===== src/hw/rtl/bfed_pkg.sv =====
`timescale 1ns / 1ps
`default_nettype none
// ----------------------------------------------------------------------------
// bfed_pkg: shared types and constants of the flight event detector
// Register map, datapath command and status, sequencer codes, exp2 table.
// ----------------------------------------------------------------------------
package bfed_pkg;

  localparam int unsigned HIT_MARGIN_DEF = 5;
  localparam int unsigned HIT_W          = 3;

  localparam int unsigned DIV_NUM_W = 37;
  localparam int unsigned DIV_DEN_W = 32;
  localparam int unsigned DIV_CNT_W = $clog2(DIV_NUM_W + 1);

  localparam int unsigned LOG_STEPS   = 16;
  localparam int unsigned HORNER_LAST = 6;

  localparam logic [1:0] FUNC_MEASURE = 2'd0;
  localparam logic [1:0] FUNC_LAUNCH  = 2'd1;
  localparam logic [1:0] FUNC_APOGEE  = 2'd2;
  localparam logic [1:0] FUNC_LANDING = 2'd3;

  localparam logic [2:0] REG_GROUND_PRESSURE = 3'd0;
  localparam logic [2:0] REG_GROUND_TEMP     = 3'd1;
  localparam logic [2:0] REG_TEMP_GAIN       = 3'd2;
  localparam logic [2:0] REG_TEMP_OFFSET     = 3'd3;
  localparam logic [2:0] REG_ALPHA_ALT       = 3'd4;
  localparam logic [2:0] REG_ALPHA_SPEED     = 3'd5;

  localparam logic [16:0] GROUND_PRESSURE_RST = 17'd101325;
  localparam logic [13:0] GROUND_TEMP_RST     = 14'd1500;
  localparam logic [15:0] TEMP_GAIN_RST       = 16'd16384;
  localparam logic [11:0] TEMP_OFFSET_RST     = 12'd0;
  localparam logic [15:0] ALPHA_RST           = 16'd52429;

  typedef struct packed {
    logic        [16:0] ground_pressure;
    logic signed [13:0] ground_temp;
    logic        [15:0] temp_gain;
    logic signed [11:0] temp_offset;
    logic        [15:0] alpha_alt;
    logic        [15:0] alpha_speed;
  } cfg_t;

  typedef enum logic [4:0] {
    OP_NONE, OP_LOAD, OP_NORM, OP_LOG, OP_EXPY, OP_HORNER, OP_EXPFIN,
    OP_ALTMUL, OP_ALTSCL, OP_ALTRND, OP_ALTDIV, OP_EMA1, OP_EMA2, OP_EMA3,
    OP_SPDMUL, OP_SPDDIV, OP_SPDSAT, OP_COMMIT
  } dp_op_e;

  typedef enum logic [4:0] {
    ST_IDLE, ST_NORM, ST_LOG, ST_EXPY, ST_HORNER, ST_EXPFIN, ST_ALTMUL,
    ST_ALTSCL, ST_ALTRND, ST_ALTDIV, ST_EMA1, ST_EMA2, ST_EMA3, ST_SPDMUL,
    ST_SPDDIV, ST_SPDWAIT, ST_FINISH
  } ctrl_state_e;

  typedef struct packed {
    dp_op_e     op;
    logic       spd_sel;
    logic [2:0] idx;
  } dp_cmd_t;

  typedef struct packed {
    logic div_done;
    logic out_free;
  } dp_stat_t;

  // Taylor coefficients of 2^f in Q30
  function automatic logic [30:0] exp_coef(input logic [2:0] idx);
    logic [30:0] c;
    unique case (idx)
      3'd0: c = 31'd744261118;
      3'd1: c = 31'd257941248;
      3'd2: c = 31'd59597083;
      3'd3: c = 31'd10327388;
      3'd4: c = 31'd1431680;
      3'd5: c = 31'd165394;
      3'd6: c = 31'd16377;
      3'd7: c = 31'd1419;
    endcase
    return c;
  endfunction

  function automatic logic [4:0] msb_pos(input logic [16:0] x);
    logic [4:0] k;
    k = '0;
    for (int i = 1; i < 17; i++) begin
      if (x[i]) k = 5'(i);
    end
    return k;
  endfunction

endpackage
`default_nettype wire


===== src/hw/rtl/bfed_ctrl.sv =====
`timescale 1ns / 1ps
`default_nettype none
// ----------------------------------------------------------------------------
// bfed_ctrl: sequencer of the flight event datapath
// Steps one item through log, exp, altitude, EMA and speed phases.
// ----------------------------------------------------------------------------
module bfed_ctrl (
  input  logic                clk_i,
  input  logic                rst_ni,
  input  logic                in_valid_i,
  output logic                in_ready_o,
  input  bfed_pkg::dp_stat_t  stat_i,
  output bfed_pkg::dp_cmd_t   cmd_o
);
  import bfed_pkg::*;

  ctrl_state_e state_q, state_d;
  logic [3:0]  cnt_q, cnt_d;
  logic        spd_q, spd_d;

  always_ff @(posedge clk_i or negedge rst_ni) begin
    if (!rst_ni) begin
      state_q <= ST_IDLE;
      cnt_q   <= '0;
      spd_q   <= 1'b0;
    end else begin
      state_q <= state_d;
      cnt_q   <= cnt_d;
      spd_q   <= spd_d;
    end
  end

  always_comb begin
    state_d       = state_q;
    cnt_d         = cnt_q;
    spd_d         = spd_q;
    in_ready_o    = 1'b0;
    cmd_o.op      = OP_NONE;
    cmd_o.spd_sel = spd_q;
    cmd_o.idx     = cnt_q[2:0];
    unique case (state_q)
      ST_IDLE: begin
        in_ready_o = 1'b1;
        if (in_valid_i) begin
          cmd_o.op = OP_LOAD;
          state_d  = ST_NORM;
        end
      end
      ST_NORM: begin
        cmd_o.op = OP_NORM;
        cnt_d    = '0;
        state_d  = ST_LOG;
      end
      ST_LOG: begin
        cmd_o.op = OP_LOG;
        cnt_d    = cnt_q + 1'b1;
        if (cnt_q == 4'(LOG_STEPS - 1)) state_d = ST_EXPY;
      end
      ST_EXPY: begin
        cmd_o.op = OP_EXPY;
        cnt_d    = 4'(HORNER_LAST);
        state_d  = ST_HORNER;
      end
      ST_HORNER: begin
        cmd_o.op = OP_HORNER;
        if (cnt_q == '0) state_d = ST_EXPFIN;
        else             cnt_d   = cnt_q - 1'b1;
      end
      ST_EXPFIN: begin
        cmd_o.op = OP_EXPFIN;
        state_d  = ST_ALTMUL;
      end
      ST_ALTMUL: begin
        cmd_o.op = OP_ALTMUL;
        state_d  = ST_ALTSCL;
      end
      ST_ALTSCL: begin
        cmd_o.op = OP_ALTSCL;
        state_d  = ST_ALTRND;
      end
      ST_ALTRND: begin
        cmd_o.op = OP_ALTRND;
        state_d  = ST_ALTDIV;
      end
      ST_ALTDIV: begin
        cmd_o.op = OP_ALTDIV;
        spd_d    = 1'b0;
        state_d  = ST_EMA1;
      end
      ST_EMA1: begin
        cmd_o.op = OP_EMA1;
        state_d  = ST_EMA2;
      end
      ST_EMA2: begin
        cmd_o.op = OP_EMA2;
        state_d  = ST_EMA3;
      end
      ST_EMA3: begin
        cmd_o.op = OP_EMA3;
        state_d  = spd_q ? ST_FINISH : ST_SPDMUL;
      end
      ST_SPDMUL: begin
        cmd_o.op = OP_SPDMUL;
        state_d  = ST_SPDDIV;
      end
      ST_SPDDIV: begin
        cmd_o.op = OP_SPDDIV;
        state_d  = ST_SPDWAIT;
      end
      ST_SPDWAIT: begin
        // clamp the raw speed, then run the speed pass of the EMA
        if (stat_i.div_done) begin
          cmd_o.op = OP_SPDSAT;
          spd_d    = 1'b1;
          state_d  = ST_EMA1;
        end
      end
      ST_FINISH: begin
        // hold until the result register is free
        if (stat_i.out_free) begin
          cmd_o.op = OP_COMMIT;
          state_d  = ST_IDLE;
        end
      end
      default: state_d = ST_IDLE;
    endcase
  end

endmodule
`default_nettype wire


===== config.mk =====
export PLATFORM = sky130hd
export DESIGN_NAME = bfed_ctrl
export DESIGN_NICKNAME = d
export VERILOG_FILES = /design/src/hw/rtl/bfed_pkg.sv /design/src/hw/rtl/bfed_ctrl.sv
export SDC_FILE = /design/constraint.sdc
export NUM_CORES = 1
export LEC_CHECK = 0
export ABC_CLOCK_PERIOD_IN_PS = 4900
export BUFFER_PORTS_ARGS = -buffer_cell sky130_fd_sc_hd__clkbuf_2
export CAP_MARGIN = 15
export CORE_MARGIN = 1
export CORE_UTILIZATION = 45
export CTS_BUF_LIST = sky130_fd_sc_hd__clkbuf_2 sky130_fd_sc_hd__clkbuf_4 sky130_fd_sc_hd__clkbuf_8
export CTS_CLUSTER_SIZE = 25
export DETAILED_ROUTE_END_ITERATION = 6
export PLACE_DENSITY_LB_ADDON = 0.05
export RECOVER_POWER = 100
export REMOVE_ABC_BUFFERS = 1
export SLEW_MARGIN = 10
export SYNTH_ARGS = -nofsm -noshare
export SYNTH_HDL_FRONTEND = slang
export SYNTH_SLANG_ARGS = --single-unit

===== constraint.sdc =====
create_clock -name clk_i -period 4.9 [get_ports clk_i]
set_input_delay 0.98 -clock clk_i [delete_from_list [all_inputs] [get_ports clk_i]]
set_output_delay 0.98 -clock clk_i [all_outputs]
set_load 0.005 [all_outputs]

==> metrics.csv, run 1 <==
stage,metric,value,unit
status,status,completed,
cells_and_area,final core utilization,50.14,%
grt,initial antenna violation count,0,
clock_tree,# Post-CTS Setup Buffers,0,
pwr,Max VDD drop,489.2,uV
clock_tree,post-CTS resize count,0,
critical_path,Crit Path Class,flip-flop to output port,
floorplanning,CORE AREA,1727,sq um
min_path,Hold WC Path Type,flip-flop to flip-flop,
cells_and_area,ANT cells,0,
grt,number of global-route vias before repair,652,
sta,Worst slew margin,62.99,%
floorplanning,IO Count,15,
cells_and_area,fin nets,115,
synth,Post-synth ARST share,100.0,%
floorplanning,Initial Utilization,48.48,%
cells_and_area,ratio of cells with drive above 1 in the final layout,16.04,%
cells_and_area,fill cell count,191,
critical_path,worst path required time,3920,ps
grt,largest net degree at the start of global routing,18,
route,DRT Pass-1 Iters,4,
pwr,LEAKAGE,0.3377,nW
run,MaxCap Viol Count,0,
route,WL met2,915,um
clock_tree,Clock Latency Late Sink,260,ps
clock_tree,CTS Buf Count,3,
sta,Final period util,54.44,%
synth,compound-gate portion of the synthesized area,25.71,%
synth,XOR/XNOR Fraction of Synth Area,4.185,%
place,I/O Buffers,14,
route,Routed WL,1838,um
route,Vias/cell,5.863,
clock_tree,hold_buf cts,0,
clock_tree,CTS tree,done,
place,HPWL Detailed,1327,um
grt,GRT overflow,0,
route,Routed WL per cell,14.03,um
floorplanning,Total Die Area,2037,sq um
critical_path,crit path cell chain,"nor3_1, nand2_1, a221oi_1, clkbuf_2",
sta,min Tclk post-route,2667,ps
critical_path,critical path arrival,1690,ps
sta,f_max,374.9,MHz
route,met1 wire length,831,um
synth,Mapped Area,837.1,sq um
critical_path,worst path bufs/invs,1,
critical_path,Critical Path Start Type,flip-flop,
sta,Post-Route Setup TNS,0,ps
critical_path,CP Max Fanout,15,
synth,multiplexer share of the synthesized area,2.541,%
synth,flop and latch count out of synthesis,10,
synth,Synth Area in Adders,2.990,%
sta,RSZ-0062 raised after global routing,no,
grt,first-pass GRT wire length,3042,um
floorplanning,row cnt,15,
critical_path,critical path's top delay family,flip-flops,
route,DR vias,768,
clock_tree,CTS H-tree depth,1,
route,Remaining DRCs,0,
pwr,PwrDens,688.8,nW/um^2
clock_tree,clock root cell,clkbuf_4,
critical_path,Worst path slowest cell,dfrtp_1,
sta,Worst-Margin Slew,555.1,ps
clock_tree,clk sink count,10,
cells_and_area,area grow syn2layout,3.438,%
floorplanning,Die Y,45.13,um
synth,ys flop type,dfrtp_1,
critical_path,Max stage delay on crit path,550,ps
synth,"area leader, netlist",dfrtp_1,
place,RePlAce Congestion,0.8298,
route,1st-iter DRT viols,11,
synth,Yosys cell types,40,
critical_path,CP endpoint kind,output port,
synth,YS warnings,0,
route,highest metal used,met4,
synth,Post-synth EDFFs,0,
grt,GRT Util Overall,20.80,%
synth,syn avg cell area,8.455,sq um
route,met3 wire length,87,um
synth,Yosys top cell area share,29.90,%
synth,Syn Inst Count,99,
synth,Area contributors post-synth,"dfrtp_1 (30%), a21oi_1 (6.0%), nor3_1 (4.8%)",
clock_tree,Max Root-Sink Buffers,2,
sta,final hold vios,0,
clock_tree,clock transition at the registers of the reported paths,60,ps
synth,Simple-Gate Fraction of Synth Area,26.01,%
floorplanning,die width,45.13,um
synth,"Seq/Total Area, Yosys",29.90,%
synth,largest family of logic cells by synthesized area,simple AND/OR/NAND/NOR gates,
sta,Max Slew Vio Count,0,
route,Final ANT Viol Nets,0,
sta,Setup Viol. Count Final,0,
sta,Fin Clk Skew,1.109,ps
[layout by cell type (no fill, tap or decap), types with 2 or more instances in the layout]
cell	n
a21oi_1	10
a221o_1	2
a31oi_1	3
clkbuf_1	2
clkbuf_2	11
clkbuf_4	3
dfrtp_1	10
ha_1	2
inv_1	2
nand2_1	5
nand2b_1	6
nand3_1	2
nor2_1	6
nor3_1	8
nor4_1	2
o21ai_0	6
o41ai_1	2
or3_1	2
xnor2_1	2
xor2_1	2
[cells by family (layout without fill, tap and decap cells)]
| family | count (synthesis) | in the layout |
|---|---|---|
| simple gates | 36 | 36 |
| compound gates | 32 | 32 |
| buf+inv | 13 | 20 |
| flops | 10 | 10 |
| xor+xnor | 4 | 4 |
| fa+ha+maj | 2 | 2 |
| mux | 2 | 2 |
[report_power, final]
group	internal (mW)	total [mW]	switching, mW	leakage [nW]
combinational	0.156	0.331	0.174	0.197
sequential	0.117	0.210	0.0922	0.127
clock	0.0284	0.0561	0.0277	0.0138
total	0.302	0.596	0.294	0.338
[routing by layer]
metal	GRT usage, %	vias to the layer above
met1	27.61	357
met2	33.91	22
met5	0	-
met4	3.636	0
li1	-	387
met3	6.000	2
[cells in the mapped netlist (3+ instances only)]
| master | n |
|---|---|
| a21oi_1 | 10 |
| dfrtp_1 | 10 |
| nor3_1 | 8 |
| nand2b_1 | 6 |
| o21ai_0 | 6 |
| nand2_1 | 5 |
| nor2_1 | 5 |
| buf_4 | 4 |
| clkbuf_1 | 4 |
| a31oi_1 | 3 |
[layout make-up]
| class | instances | area, sq um | share of cell area [%] |
|---|---|---|---|
| multi-input cells | 76 | 484.2 | 55.92 |
| well taps | 25 | 31.28 | 3.613 |
| repair buffers | 14 | 66.31 | 7.659 |
| inverters | 3 | 11.26 | 1.301 |
| flip-flops and latches | 10 | 250.2 | 28.90 |
| clock buffers | 3 | 22.52 | 2.601 |
[registers in the layout, summed over array words and instances (netlist names)]
register  cells
state_q       5
spd_q         1
cnt_q         4
[metrics by stage]
step                      power (mW)  instances  hold slack [ps]  worst slack [ps]  instance area, sq um
after floorplan               0.4614         89            473.9              2575                 775.7
after global placement        0.5684        128            487.3              2368                 877.1
after detailed placement      0.5710        128            497.8              2340                 877.1
after CTS                     0.6297        131            507.2              2221                 899.6
after global routing          0.6582        131            516.7              2030                 865.8
final                         0.5963        131            493.5              2233                 865.8
[worst paths after layout]
kind | from | endpoint | slack [ps] | depth (start not counted)
max | state_q[3] | cmd_o[4] | 2230 | 4
min | cnt_q[3] | cnt_q[3] | 490 | 1
max reg2reg | state_q[4] | cnt_q[3] | 2420 | 8
min reg2reg | cnt_q[3] | cnt_q[3] | 490 | 1
max in group asynchronous | rst_ni | state_q[4] | 3860 | 1
min in group asynchronous | rst_ni | cnt_q[2] | 670 | 1
No activity file was read; power rests on OpenSTA's default activity.
==> inputs of run 2 (changes only) <==
--- a/config.mk
+++ b/config.mk
@@ -5,7 +5,7 @@
 export SDC_FILE = /design/constraint.sdc
 export NUM_CORES = 1
 export LEC_CHECK = 0
-export ABC_CLOCK_PERIOD_IN_PS = 4900
+export ABC_CLOCK_PERIOD_IN_PS = 2200
 export BUFFER_PORTS_ARGS = -buffer_cell sky130_fd_sc_hd__clkbuf_2
 export CAP_MARGIN = 15
 export CORE_MARGIN = 1
==> constraint.sdc (replaced) <==
create_clock -name clk_i -period 2.2 [get_ports clk_i]
set_input_delay 0.44 -clock clk_i [delete_from_list [all_inputs] [get_ports clk_i]]
set_output_delay 0.44 -clock clk_i [all_outputs]
set_load 0.005 [all_outputs]
==> run 2 against run 1 <==
Utilization increased by 4.2 points; clock-buffer cell count rose by 1; clock power increased to 3.1 times the previous value; first-iteration DRC count down 9.1%; non-clock buffer count is 6 higher; global-route usage is 1.5 points higher; register-to-register slack worse by 2200 ps; critical path depth rose by 1; die area unchanged; setup slack worse by 2100 ps; hold slack got worse by 360 ps; largest cell class unchanged; largest power group unchanged.
==> metrics.csv, run 2 (same netlist as run 1, synthesis figures left out) <==
stage,metric,value,unit,change
critical_path,Crit Path Class,flip-flop to output port,,
floorplanning,die width,45.13,um,unchanged
floorplanning,Die Y,45.13,um,unchanged
cells_and_area,max reg flops,5,,unchanged
min_path,Hold WC Path Type,input port to async pin,,
route,Routed WL per cell,14.56,um,+3.8%
sta,Final period util,95.06,%,
critical_path,RR Startpoint,state_q[3],,
cells_and_area,Top reg by flops,state_q,,
clock_tree,Max Root-Sink Buffers,2,,unchanged
critical_path,CP startpoint,state_q[3],,
sta,RSZ-0062 raised after global routing,no,,
clock_tree,hold_buf cts,0,,unchanged
route,DRT Pass-1 Iters,4,,unchanged
route,Remaining DRCs,0,,unchanged
place,Inst Count DP,134,,+4.7%
clock_tree,clock root cell,clkbuf_4,,
pwr,Max VDD drop,954.7,uV,+95%
sta,Worst slew margin,61.20,%,-1.8 points
grt,number of global-route vias before repair,715,,+9.7%
floorplanning,IO Count,15,,unchanged
critical_path,Critical Path Start Type,flip-flop,,
pwr,LEAKAGE,0.3849,nW,+14%
pwr,PwrDens,1596,nW/um^2,+130%
grt,first-pass GRT wire length,3249,um,+6.8%
clock_tree,Clock Latency Late Sink,270,ps,about the same
floorplanning,CORE AREA,1727,sq um,unchanged
clock_tree,clk sink count,10,,unchanged
critical_path,CP Max Fanout,14,,-1
critical_path,crit path cell chain,"buf_4, nor3_1, nand2_1, a221oi_1, clkbuf_2",,
cells_and_area,fin nets,121,,+5.2%
cells_and_area,largest registers,"state_q (5), cnt_q (4), spd_q (1)",,
route,Routed WL,2009,um,+9.3%
clock_tree,post-CTS resize count,0,,unchanged
clock_tree,CTS tree,done,,
critical_path,worst path bufs/invs,2,,+1
route,Vias/cell,5.848,,-0.25%
critical_path,Max stage delay on crit path,380,ps,-170 ps
critical_path,worst reg-to-reg path cell count,8,,unchanged
run,MaxCap Viol Count,0,,unchanged
critical_path,CP Depth,5,,+1
cells_and_area,ratio of cells with drive above 1 in the final layout,21.24,%,+5.2 points
grt,largest net degree at the start of global routing,17,,-1
cells_and_area,final core utilization,54.35,%,+4.2 points
place,HPWL Detailed,1444,um,+8.8%
clock_tree,# Post-CTS Setup Buffers,0,,unchanged
sta,min Tclk post-route,2091,ps,
sta,Max Slew Vio Count,0,,unchanged
floorplanning,row cnt,15,,unchanged
critical_path,critical path arrival,1650,ps,-40 ps
sta,Worst-Margin Slew,582.1,ps,+26.95 ps
route,DR vias,807,,+5.1%
critical_path,CP endpoint kind,output port,,
grt,GRT Util Overall,22.33,%,+1.5 points
clock_tree,clock transition at the registers of the reported paths,70,ps,about the same
sta,Setup Viol. Count Final,0,,unchanged
place,I/O Buffers,14,,unchanged
sta,Post-Route Setup TNS,0,ps,unchanged
grt,GRT overflow,0,,unchanged
cells_and_area,ANT cells,0,,unchanged
clock_tree,CTS H-tree depth,1,,unchanged
grt,initial antenna violation count,0,,unchanged
floorplanning,Total Die Area,2037,sq um,unchanged
route,Final ANT Viol Nets,0,,unchanged
cells_and_area,"non-filler cells, final",138,,+5.3%
sta,f_max,478.2,MHz,
cells_and_area,most frequent cells in the layout,"a21oi_1 (11), clkbuf_2 (11), dfrtp_1 (10)",,
place,RePlAce Congestion,0.8652,,+4.3%
critical_path,worst path required time,1760,ps,-2160 ps
sta,Fin Clk Skew,3.219,ps,+2.110 ps
floorplanning,Initial Utilization,48.48,%,unchanged
critical_path,Worst path slowest cell,dfrtp_1,,
status,status,completed,,
clock_tree,CTS Buf Count,3,,unchanged
cells_and_area,area grow syn2layout,12.11,%,
sta,final hold vios,0,,unchanged
critical_path,critical path's top delay family,flip-flops,,
route,1st-iter DRT viols,10,,-1
[run 2: layout make-up]
class | count | area (sq um)
Sequential cell | 10 | 250.2
Inverter | 3 | 11.26
Multi-Input combinational cell | 76 | 505.5
Timing Repair Buffer | 20 | 103.9
Tap cell | 25 | 31.28
Fill cell | 179 | 788.3
Clock buffer | 4 | 36.28
[run 2: metal layers]
| layer | vias to the layer above | share of wire, % | GRT usage, % |
|---|---|---|---|
| li1 | 398 | - | - |
| met1 | 390 | 46 | 29.38 |
| met2 | 19 | 51 | 37.10 |
| met3 | 0 | 3.4 | 6.400 |
| met4 | 0 | 0 | 3.030 |
| met5 | - | 0 | 0 |
[run 2: where the power goes]
group | switching [mW] | leakage (nW) | internal, mW | total (mW)
registers | 0.0852 | 0.127 | 0.263 | 0.348
clock network | 0.0717 | 0.0210 | 0.101 | 0.172
logic | 0.562 | 0.237 | 0.415 | 0.977
total | 0.719 | 0.385 | 0.779 | 1.50
[run 2: path summary, 6_finish.rpt]
check	slack (ps)	to
worst min register to register	520	cnt_q[3]
worst max-delay path	110	cmd_o[4]
min in group clk_i	420	state_q[0]
worst min-delay path	130	state_q[3]
max in group asynchronous	1690	cnt_q[0]
worst max register to register	200	cnt_q[3]
[run 2: through the flow]
stage | power (mW) | area, sq um | hold slack [ps] | setup slack, ps
final | 1.498 | 938.4 | 133.7 | 108.7
after global routing | 1.633 | 938.4 | 182.0 | 0.3225
after CTS | 1.533 | 958.4 | 32.10 | 98.40
after detailed placement | 1.358 | 922.1 | 328.5 | 203.9
after global placement | 1.346 | 922.1 | 329.2 | 292.5
after floorplan | 1.028 | 775.7 | 144.4 | 178.1
